## src/rtl/lfu_pkg.sv

```systemverilog
// Shared types and constants for the LFU cache table.
// Holds entry sizing, transaction payload structs and operation codes.
// No dependencies; used by lfu_cache_table and the testbench.
package lfu_pkg;

  // Table sizing
  localparam int ENTRIES    = 16;
  localparam int COUNT_BITS = 16;
  localparam int IDX_W      = (ENTRIES > 1) ? $clog2(ENTRIES) : 1;
  localparam int OCC_W      = $clog2(ENTRIES + 1);
  localparam int RANK_W     = IDX_W;
  localparam int CAP_W      = 5;
  localparam int WORD_W     = 32;

  // Operation codes
  typedef enum logic {
    FUNC_GET = 1'b0,
    FUNC_PUT = 1'b1
  } func_t;

  // Request transaction
  typedef struct packed {
    func_t                    func;
    logic signed [WORD_W-1:0] key;
    logic signed [WORD_W-1:0] value;
  } req_t;

  // Response transaction
  typedef struct packed {
    logic                     hit;
    logic signed [WORD_W-1:0] read_value;
    logic                     evicted;
    logic signed [WORD_W-1:0] evicted_key;
  } rsp_t;

  // Sequencer states
  typedef enum logic [2:0] {
    ST_IDLE   = 3'b001,
    ST_SCAN   = 3'b010,
    ST_UPDATE = 3'b100
  } state_t;

endpackage

```

## src/rtl/lfu_cache_table.sv

```systemverilog
// LFU cache table with LRU tie break: serial scan sequencer and entry storage.
// Depends on lfu_pkg for sizing, payload structs and codes.
//
//   channel | direction | handshake            | payload
//   --------+-----------+----------------------+---------------------------
//   in      | input     | in_valid / in_stall  | in_data  (lfu_pkg::req_t)
//   out     | output    | out_valid / out_stall| out_data (lfu_pkg::rsp_t)
//   cfg     | input     | cfg_valid / cfg_ready| cfg_data (capacity, 5 bits)
//
// A transaction is a one-entry-per-cycle scan of the table for key match,
// victim and free slot, then the update cycle.
// in_stall is high from acceptance until the update cycle has finished.
// The update cycle waits while the output register still holds an untaken
// result; a finished result otherwise waits there without blocking input.
// Synchronous reset empties the table and sets capacity to ENTRIES.
module lfu_cache_table (
  input  logic                             clk,
  input  logic                             rst,
  input  logic                             in_valid,
  output logic                             in_stall,
  input  lfu_pkg::req_t                    in_data,
  output logic                             out_valid,
  input  logic                             out_stall,
  output lfu_pkg::rsp_t                    out_data,
  input  logic                             cfg_valid,
  output logic                             cfg_ready,
  input  logic [lfu_pkg::CAP_W-1:0]        cfg_data
);

  localparam logic [lfu_pkg::IDX_W-1:0] LAST_IDX = lfu_pkg::IDX_W'(lfu_pkg::ENTRIES - 1);
  localparam logic [lfu_pkg::COUNT_BITS-1:0] COUNT_MAX = {lfu_pkg::COUNT_BITS{1'b1}};

  // Entry storage
  logic [lfu_pkg::ENTRIES-1:0]       valid;
  logic [lfu_pkg::WORD_W-1:0]        key_mem   [lfu_pkg::ENTRIES];
  logic [lfu_pkg::WORD_W-1:0]        data_mem  [lfu_pkg::ENTRIES];
  logic [lfu_pkg::COUNT_BITS-1:0]    count_mem [lfu_pkg::ENTRIES];
  logic [lfu_pkg::RANK_W-1:0]        rank_mem  [lfu_pkg::ENTRIES];
  logic [lfu_pkg::OCC_W-1:0]         occ;
  logic [lfu_pkg::CAP_W-1:0]         capacity;

  // Sequencer and current request
  lfu_pkg::state_t                   state;
  logic [lfu_pkg::IDX_W-1:0]         idx;
  lfu_pkg::req_t                     req;

  // Scan results
  logic                              hit_found;
  logic [lfu_pkg::IDX_W-1:0]         hit_idx;
  logic [lfu_pkg::WORD_W-1:0]        hit_data;
  logic [lfu_pkg::RANK_W-1:0]        hit_rank;
  logic                              vic_have;
  logic [lfu_pkg::IDX_W-1:0]         vic_idx;
  logic [lfu_pkg::WORD_W-1:0]        vic_key;
  logic [lfu_pkg::COUNT_BITS-1:0]    vic_count;
  logic [lfu_pkg::RANK_W-1:0]        vic_rank;
  logic                              free_have;
  logic [lfu_pkg::IDX_W-1:0]         free_idx;

  // Scan element at idx
  logic                              s_valid;
  logic [lfu_pkg::WORD_W-1:0]        s_key;
  logic [lfu_pkg::COUNT_BITS-1:0]    s_count;
  logic [lfu_pkg::RANK_W-1:0]        s_rank;
  logic                              s_match;
  logic                              s_better;

  // Update decisions
  logic [lfu_pkg::OCC_W-1:0]         cap_eff;
  logic                              cap_nz;
  logic                              is_put;
  logic                              commit;
  logic                              do_touch;
  logic                              do_data_wr;
  logic                              ins_path;
  logic                              do_evict;
  logic                              ins_have;
  logic [lfu_pkg::IDX_W-1:0]         ins_idx;
  logic                              do_insert;
  logic [lfu_pkg::COUNT_BITS-1:0]    hit_count;
  lfu_pkg::rsp_t                     rsp;

  assign in_stall  = (state != lfu_pkg::ST_IDLE);
  assign cfg_ready = 1'b1;

  // Element under the scan pointer
  always_comb begin
    s_valid  = valid[idx];
    s_key    = key_mem[idx];
    s_count  = count_mem[idx];
    s_rank   = rank_mem[idx];
    s_match  = s_valid && (s_key == req.key);
    s_better = !vic_have || (s_count < vic_count) ||
               ((s_count == vic_count) && (s_rank > vic_rank));
  end

  // Decisions for the update cycle
  always_comb begin
    if (32'(capacity) > 32'(lfu_pkg::ENTRIES)) begin
      cap_eff = lfu_pkg::OCC_W'(lfu_pkg::ENTRIES);
    end else begin
      cap_eff = lfu_pkg::OCC_W'(capacity);
    end
    cap_nz     = (capacity != '0);
    is_put     = (req.func == lfu_pkg::FUNC_PUT);
    commit     = (state == lfu_pkg::ST_UPDATE) && !(out_valid && out_stall);
    do_touch   = hit_found && (!is_put || cap_nz);
    do_data_wr = hit_found && is_put && cap_nz;
    ins_path   = is_put && !hit_found && cap_nz;
    do_evict   = ins_path && (occ >= cap_eff) && vic_have;
    ins_have   = free_have || do_evict;
    if (do_evict && !(free_have && (free_idx < vic_idx))) begin
      ins_idx = vic_idx;
    end else begin
      ins_idx = free_idx;
    end
    do_insert  = ins_path && ins_have;
    hit_count  = count_mem[hit_idx];

    rsp.hit = hit_found;
    if (is_put) begin
      rsp.read_value = '0;
    end else if (hit_found) begin
      rsp.read_value = hit_data;
    end else begin
      rsp.read_value = '1;
    end
    rsp.evicted     = do_evict;
    rsp.evicted_key = do_evict ? vic_key : '0;
  end

  // Sequencer, capacity register and output valid flag
  always_ff @(posedge clk) begin
    if (rst) begin
      state     <= lfu_pkg::ST_IDLE;
      out_valid <= 1'b0;
      capacity  <= lfu_pkg::CAP_W'(lfu_pkg::ENTRIES);
    end else begin
      if (cfg_valid && cfg_ready) begin
        capacity <= cfg_data;
      end
      if (out_valid && !out_stall) begin
        out_valid <= 1'b0;
      end
      case (state)
        lfu_pkg::ST_IDLE: begin
          if (in_valid) begin
            state <= lfu_pkg::ST_SCAN;
          end
        end
        lfu_pkg::ST_SCAN: begin
          if (idx == LAST_IDX) begin
            state <= lfu_pkg::ST_UPDATE;
          end
        end
        lfu_pkg::ST_UPDATE: begin
          if (commit) begin
            state     <= lfu_pkg::ST_IDLE;
            out_valid <= 1'b1;
          end
        end
        default: state <= lfu_pkg::ST_IDLE;
      endcase
    end
  end

  // Request capture, scan pointer, scan results and output data
  always_ff @(posedge clk) begin
    if (commit) begin
      out_data <= rsp;
    end
    if (state == lfu_pkg::ST_IDLE) begin
      req       <= in_data;
      idx       <= '0;
      hit_found <= 1'b0;
      vic_have  <= 1'b0;
      free_have <= 1'b0;
    end else if (state == lfu_pkg::ST_SCAN) begin
      idx <= idx + 1'b1;
      if (s_match && !hit_found) begin
        hit_found <= 1'b1;
        hit_idx   <= idx;
        hit_data  <= data_mem[idx];
        hit_rank  <= s_rank;
      end
      if (s_valid && s_better) begin
        vic_have  <= 1'b1;
        vic_idx   <= idx;
        vic_key   <= s_key;
        vic_count <= s_count;
        vic_rank  <= s_rank;
      end
      if (!s_valid && !free_have) begin
        free_have <= 1'b1;
        free_idx  <= idx;
      end
    end
  end

  // Valid bits and occupancy
  always_ff @(posedge clk) begin
    if (rst) begin
      valid <= '0;
      occ   <= '0;
    end else if (commit) begin
      if (do_evict) begin
        valid[vic_idx] <= 1'b0;
      end
      if (do_insert) begin
        valid[ins_idx] <= 1'b1;
      end
      occ <= occ - lfu_pkg::OCC_W'(do_evict) + lfu_pkg::OCC_W'(do_insert);
    end
  end

  // Entry payload and recency lanes
  always_ff @(posedge clk) begin
    if (commit) begin
      if (do_touch && (hit_count != COUNT_MAX)) begin
        count_mem[hit_idx] <= hit_count + 1'b1;
      end
      if (do_data_wr) begin
        data_mem[hit_idx] <= req.value;
      end
      if (do_insert) begin
        key_mem[ins_idx]   <= req.key;
        data_mem[ins_idx]  <= req.value;
        count_mem[ins_idx] <= lfu_pkg::COUNT_BITS'(1);
      end
      for (int i = 0; i < lfu_pkg::ENTRIES; i++) begin
        if (valid[i]) begin
          if (do_touch) begin
            if (lfu_pkg::IDX_W'(i) == hit_idx) begin
              rank_mem[i] <= '0;
            end else if (rank_mem[i] < hit_rank) begin
              rank_mem[i] <= rank_mem[i] + 1'b1;
            end
          end else if (do_insert) begin
            // insert: all ranks shift; when evicting, ranks above the victim close the gap first
            if (!do_evict) begin
              rank_mem[i] <= rank_mem[i] + 1'b1;
            end else if ((lfu_pkg::IDX_W'(i) != vic_idx) && (rank_mem[i] < vic_rank)) begin
              rank_mem[i] <= rank_mem[i] + 1'b1;
            end
          end
        end
      end
      if (do_insert) begin
        rank_mem[ins_idx] <= '0;
      end
    end
  end

  // Checks
  a_occ_matches_valid: assert property (@(posedge clk) disable iff (rst)
    $countones(valid) == 32'(occ))
    else $error("occupancy differs from number of valid entries");

  a_occ_bound: assert property (@(posedge clk) disable iff (rst)
    32'(occ) <= 32'(lfu_pkg::ENTRIES))
    else $error("occupancy above table size");

  a_evict_only_on_miss: assert property (@(posedge clk) disable iff (rst)
    out_valid |-> !(out_data.evicted && out_data.hit))
    else $error("eviction reported on a hit");

  a_busy_after_accept: assert property (@(posedge clk) disable iff (rst)
    (in_valid && !in_stall) |=> (in_stall && !commit))
    else $error("sequencer not busy after a transaction");

  a_commit_needs_room: assert property (@(posedge clk) disable iff (rst)
    commit |=> out_valid)
    else $error("result not presented after update");

endmodule

```

## config.mk

```make
export PLATFORM = sky130hd
export DESIGN_NAME = lfu_cache_table
export DESIGN_NICKNAME = d
export VERILOG_FILES = /design/src/rtl/lfu_pkg.sv /design/src/rtl/lfu_cache_table.sv
export SDC_FILE = /design/constraint.sdc
export NUM_CORES = 2
export LEC_CHECK = 0
export BUFFER_PORTS_ARGS = -buffer_cell sky130_fd_sc_hd__clkbuf_2
export CAP_MARGIN = 30
export CORE_MARGIN = 2
export CORE_UTILIZATION = 60
export CTS_BUF_LIST = sky130_fd_sc_hd__clkbuf_8
export CTS_CLUSTER_SIZE = 10
export DETAILED_ROUTE_END_ITERATION = 7
export GPL_TIMING_DRIVEN = 0
export PLACE_DENSITY_LB_ADDON = 0.25
export RECOVER_POWER = 100
export SYNTH_ARGS = -nofsm -noshare
export SYNTH_HDL_FRONTEND = slang
export SYNTH_SLANG_ARGS = --single-unit
```

## constraint.sdc

```tcl
create_clock -name clk -period 8.4 [get_ports clk]
set_input_delay 0.84 -clock clk [delete_from_list [all_inputs] [get_ports clk]]
set_output_delay 0.84 -clock clk [all_outputs]
set_load 0.05 [all_outputs]
```

# Word level (Yosys, flattened, before mapping)
# Memory sizes are Yosys's and may differ from the RTL's. A register that Yosys moved wholly into a read port is not among the register bits.
# Cells that the tools add are included.
dict set report totals {
  mem_count 4
  ramBits 1344
  latchBits 0
  reg_bits 236
  romBits 0
  word_cells 672
  in_bits 75
}
dict set report classes {
  bitwise_logic 52
  shift 0
  multipliers 0
  div_mod_pow 0
  n_reduce_logical 61
  add_sub_neg 20
  eq_ne 41
  n_lt_le_gt_ge 42
  n_mux 429
}
# name depth width read_ports rd_ports_with_merged_regs wr line_no
set memory_table {}
lappend memory_table {data_mem 16 32 1 1 1 lfu_cache_table.sv:36} ;# logic [lfu_pkg::WORD_W-1:0] data_mem [lfu_pkg::ENTRIES];
lappend memory_table {key_mem 16 32 1 1 1 lfu_cache_table.sv:35} ;# logic [lfu_pkg::WORD_W-1:0] key_mem [lfu_pkg::ENTRIES];
lappend memory_table {count_mem 16 16 2 2 1 lfu_cache_table.sv:37} ;# logic [lfu_pkg::COUNT_BITS-1:0] count_mem [lfu_pkg::ENTRIES];
lappend memory_table {rank_mem 16 4 17 1 17 lfu_cache_table.sv:38} ;# logic [lfu_pkg::RANK_W-1:0] rank_mem [lfu_pkg::ENTRIES];
# operator count
set ops {}
lappend ops {{1-bit 2-to-1 mux} 356}
lappend ops {{4-bit 2-to-1 mux} 58}
lappend ops {{4-bit less-than comparator} 33}
lappend ops {{16-bit 2-to-1 mux} 5}
lappend ops {{4-bit by 1-bit adder with 4-bit output, second input constant} 17}
lappend ops {{32-bit 2-to-1 mux} 2}
lappend ops {{1-bit bitwise OR} 48}
lappend ops {{1-bit logical AND} 37}
lappend ops {{32-bit equality test} 1}
lappend ops {{4-bit equality test, first input constant} 8}
lappend ops {{4-bit inequality test, first input constant} 8}
lappend ops {{32-bit OR reduction} 1}
lappend ops {{16-bit by 1-bit adder with 16-bit output, second input constant} 1}
lappend ops {{16-bit bitwise AND} 1}
lappend ops {{16-bit equality test} 1}
lappend ops {{3-bit by 4-bit equality test with 1-bit output, first input constant} 4}
lappend ops {{16-bit less-than comparator} 1}
lappend ops {{16-bit inequality test, second input constant} 1}
lappend ops {{3-bit by 4-bit inequality test with 1-bit output, first input constant} 4}
lappend ops {{16-bit NOT} 1}
lappend ops {{16-bit bitwise OR} 1}
lappend ops {{16-bit OR reduction} 1}
lappend ops {{4-bit by 5-bit less-than comparator with 1-bit output, second input constant} 3}
lappend ops {{3-bit AND reduction} 4}
lappend ops {{28 further kinds} 48}

# Logic depth before layout (Yosys ltp)
dict set report depth {
  ltp_word 14
  mapped_depth 21
  mapped_depth_nobuf 19
}

# Least setup slack after synthesis
# No wires, ideal clock.
dict set report synth_path {
  path_kind {register -> register}
  startpoint {reg (tool-made name)}
  endpoint {reg vic_count[0] in the netlist's numbering, enable pin}
  stages_incl_launch_ff 20
  t_required_ns 7.897
  period_less_slack_ns 7.714
  setup_slack_ns 0.686
  arrival_ns 7.211
  path_buffers 7
  cell_sequence {dfxtp_1 > buf_2 > buf_4 > buf_4 > buf_2 > buf_1 > clkbuf_1 > buf_1 > mux4_2 > mux4_2 > ha_1 > nor2b_1 > o21a_1 > o21ai_0 > nand2b_1 > a21oi_1 > o21ai_0 > a221o_1 > a21o_1 > a31oi_1}
}
# element line_no
set synth_rtl {}
lappend synth_rtl {{to (signal assigned)} lfu_cache_table.sv:190} ;# vic_count <= s_count;
lappend synth_rtl {{to (decl)} lfu_cache_table.sv:55} ;# logic [lfu_pkg::COUNT_BITS-1:0] vic_count;

==> results.cfg <==
[floorplanning]
initial_utilization_pct = 60.6
die_w_um = 339
coreArea_mm2 = 0.111
die_area_mm2 = 0.115
pin_count = 144
die_h_um = 339
rows = 122

[sta]
slew_headroom_pct = -154
finClkSkew_ns = 0.0706
fmax_ghz = 0.127
tightest_slew_ns = 3.81
post-route-period-util_pct = 94.0
rsz0062_at_grt = false
timing_hold_violations_final = 0
finalSetupViolCount = 0
hold_ws_ns = 0.0613
min_period_ns = 7.90
finalMaxSlewViolations = 958
setup_slack_ns = 0.501

[routing]
num_vias = 37600
wire_per_inst_um = 30.7
vias_per_cell = 6.59
antenna_left = 0
drtIter0Drc = 5105
drc_errors = 0
drt_first_pass_iters = 6
routed_wl_mm = 175

[pwr]
comb_power_share_pct = 7.6
p_switching_mw = 4.24
peakVddDrop_mv = 0.191
finalPower_mw = 17.3
clkPwrFrac_pct = 35.8
cellPowerDensity_mw_per_mm2 = 230
power.internal_mw = 13.1
leakage_nw = 24.5
switching_share_pct = 24.4
p_seq_share_pct = 56.6

[global_route]
grt_pass1_wl_mm = 254
grt_pass1_vias = 37900
track_usage_pct = 30.9
grt_max_degree = 50
grt_overflow_total = 0
grt_antenna_before_repair = 9

[cts]
clockBufferDepth = 4
ctsHoldBuffers = 0
post_cts_resized = 0
htreeDepth = 5
clock-sinks = 1620
path_clk_slew_ns = 0.06
clkLatencyLatePin_ns = 0.96
cts_tree = yes
clock-root-buffer = clkbuf_8
numCtsBuffers = 274
cts_setup_buffers = 0

[worst_setup_path]
required_ns = 8.91
critPathMaxFanout = 11
start_kind = flop
crit_chain = clkbuf_1 > clkbuf_1 > clkbuf_1 > clkbuf_1 > clkbuf_1 > mux4_2 > mux4_2 > ha_1 > nand2_1 > nor2_1 > and4_1 > o21ai_0 > nor2b_1 > clkbuf_1
cpMostUsedCell = clkbuf_1
crit_path_end_kind = flop
max_stage_delay_ns = 0.92
critical_path_class = reg -> reg
critPathArrivalTime_ns = 8.41
critPathSlowestCell = clkbuf_1

[synthesis]
yosysMostFrequentCell = edfxtp_1
yosysSeqAreaShare_pct = 70.7
synth.top_cells.by_count = edfxtp_1, mux4_2, ha_1
synth_edf_count = 1511
synth_top_area_cell = edfxtp_1
syn_nets = 3721
syn_area_per_cell_um2 = 19.2
yosysWarnings = 0
synth_cell_types = 61
yosys_most_used_dff = edfxtp_1
synthTopCellsByArea = edfxtp_1, mux4_2, dfxtp_1
synth_top_area_share_pct = 67.5
syn_area_mm2 = 0.0672
ys_ff_latch = 1620
netlist_instances = 3497
async_flop_share_pct = 0

[outcome]
violations = max-capacitance violations, max-slew violations
status = finished with violations

[place]
dp_slack_ns = 1.08
io_buffers = 141
routabilityCongestion = 0.926
place_hpwl_mm = 115

[run]
maxCapViolations = 52

[cells_and_area]
drive_gt1_share_pct = 21.8
fin_nets = 4253
syn2layout_area_growth_pct = 11.9

[worst_hold_path]
min_path_type = in -> reg
==> cell usage in the layout (no fill, tap or decap), types with 23 or more instances in the layout <==
master / instances
a21o_1: 46
a21oi_1: 98
a22oi_1: 27
and2_0: 26
buf_8: 25
clkbuf_1: 263
clkbuf_2: 59
clkbuf_8: 280
clkinv_1: 56
dfxtp_1: 109
edfxtp_1: 1511
ha_1: 148
inv_1: 145
mux2i_1: 63
mux4_2: 455
nand2_1: 100
nand2b_1: 48
nand3_1: 55
nand4_1: 23
nor2_1: 147
nor2b_1: 45
nor3_1: 32
o21a_1: 54
o21ai_0: 43
xnor2_1: 33
xor2_1: 52
==> worst paths after layout <==
path	startpoint	to	slack [ns]	cells after the start
max	flop	count_mem[7][12]	0.50	14
max reg2reg	flop	count_mem[7][12]	0.50	14
min reg2reg	occ[0]	occ[0]	0.48	2
min	in_data[35]	req[35]	0.06	1
==> layer usage <==
| metal | global-route usage, % | wire (µm) |
|---|---|---|
| met1 | 41.6 | 64700 |
| met2 | 49.1 | 83700 |
| met3 | 7.17 | 18800 |
| met4 | 13.0 | 7960 |
| met5 | 0 | 27 |
==> power by group through the flow <==
stage	logic (mW)	registers (mW)	clock network [mW]
2_1_floorplan	0.812	9.85	0
3_3_place_gp	1.25	9.96	0
3_5_place_dp	1.34	9.96	0
4_1_cts	1.35	9.80	6.27
5_1_grt	1.38	9.86	6.63
6_report	1.31	9.82	6.21
==> sequential cells by signal (all words and copies together), names as in the netlist, 32 cells and up, named ones only <==
name and count:
vic_key 32, key_mem 512, data_mem 512, out_data 66
rank_mem 64, count_mem 256, req 64, hit_data 32
==> kinds of logic (layout without fill, tap and decap cells) <==
group | count (synthesis) | after routing | share of synthesized area (%)
multiplexers | 525 | 525 | 16.3
AND/OR/NAND/NOR | 550 | 550 | 4.15
AO/OA/AOI/OAI | 352 | 352 | 3.51
other | 1 | 5 | 0.00558
buffers and inverters | 215 | 928 | 1.39
XOR/XNOR | 85 | 85 | 1.11
flip-flops | 1620 | 1620 | 70.7
adder cells (fa/ha/maj) | 149 | 149 | 2.78
==> metrics by stage <==
step,area [µm²],instances,TNS (ns),util (%)
after detailed placement,71900,5239,0,64.8
after global placement,69800,5126,-535.24,62.9
after global routing,75300,5700,0,67.8
after floorplan,67200,3497,0,-
after CTS,76600,5696,0,69.0
final,75300,5702,0,67.8
==> final cells by class <==
class,count,area [µm²]
Antenna cell,4,10.0
Buffer,155,694
Clock buffer,280,3850
Clock inverter,177,837
Fill cell,7191,35700
Inverter,60,225
Multi-Input combinational cell,1662,18700
Sequential cell,1620,47600
Tap cell,1488,1860
Timing Repair Buffer,256,1480
==> critical path, delay by kind of cell (launching register included) <==
family / cells / cell delay (ns)
buf+inv: 6 / 4.04
simple gates: 4 / 1.36
mux: 2 / 0.93
compound gates: 1 / 0.47
flops: 1 / 0.34
fa+ha+maj: 1 / 0.29
Note: power is estimated with default switching activity, not from simulation.
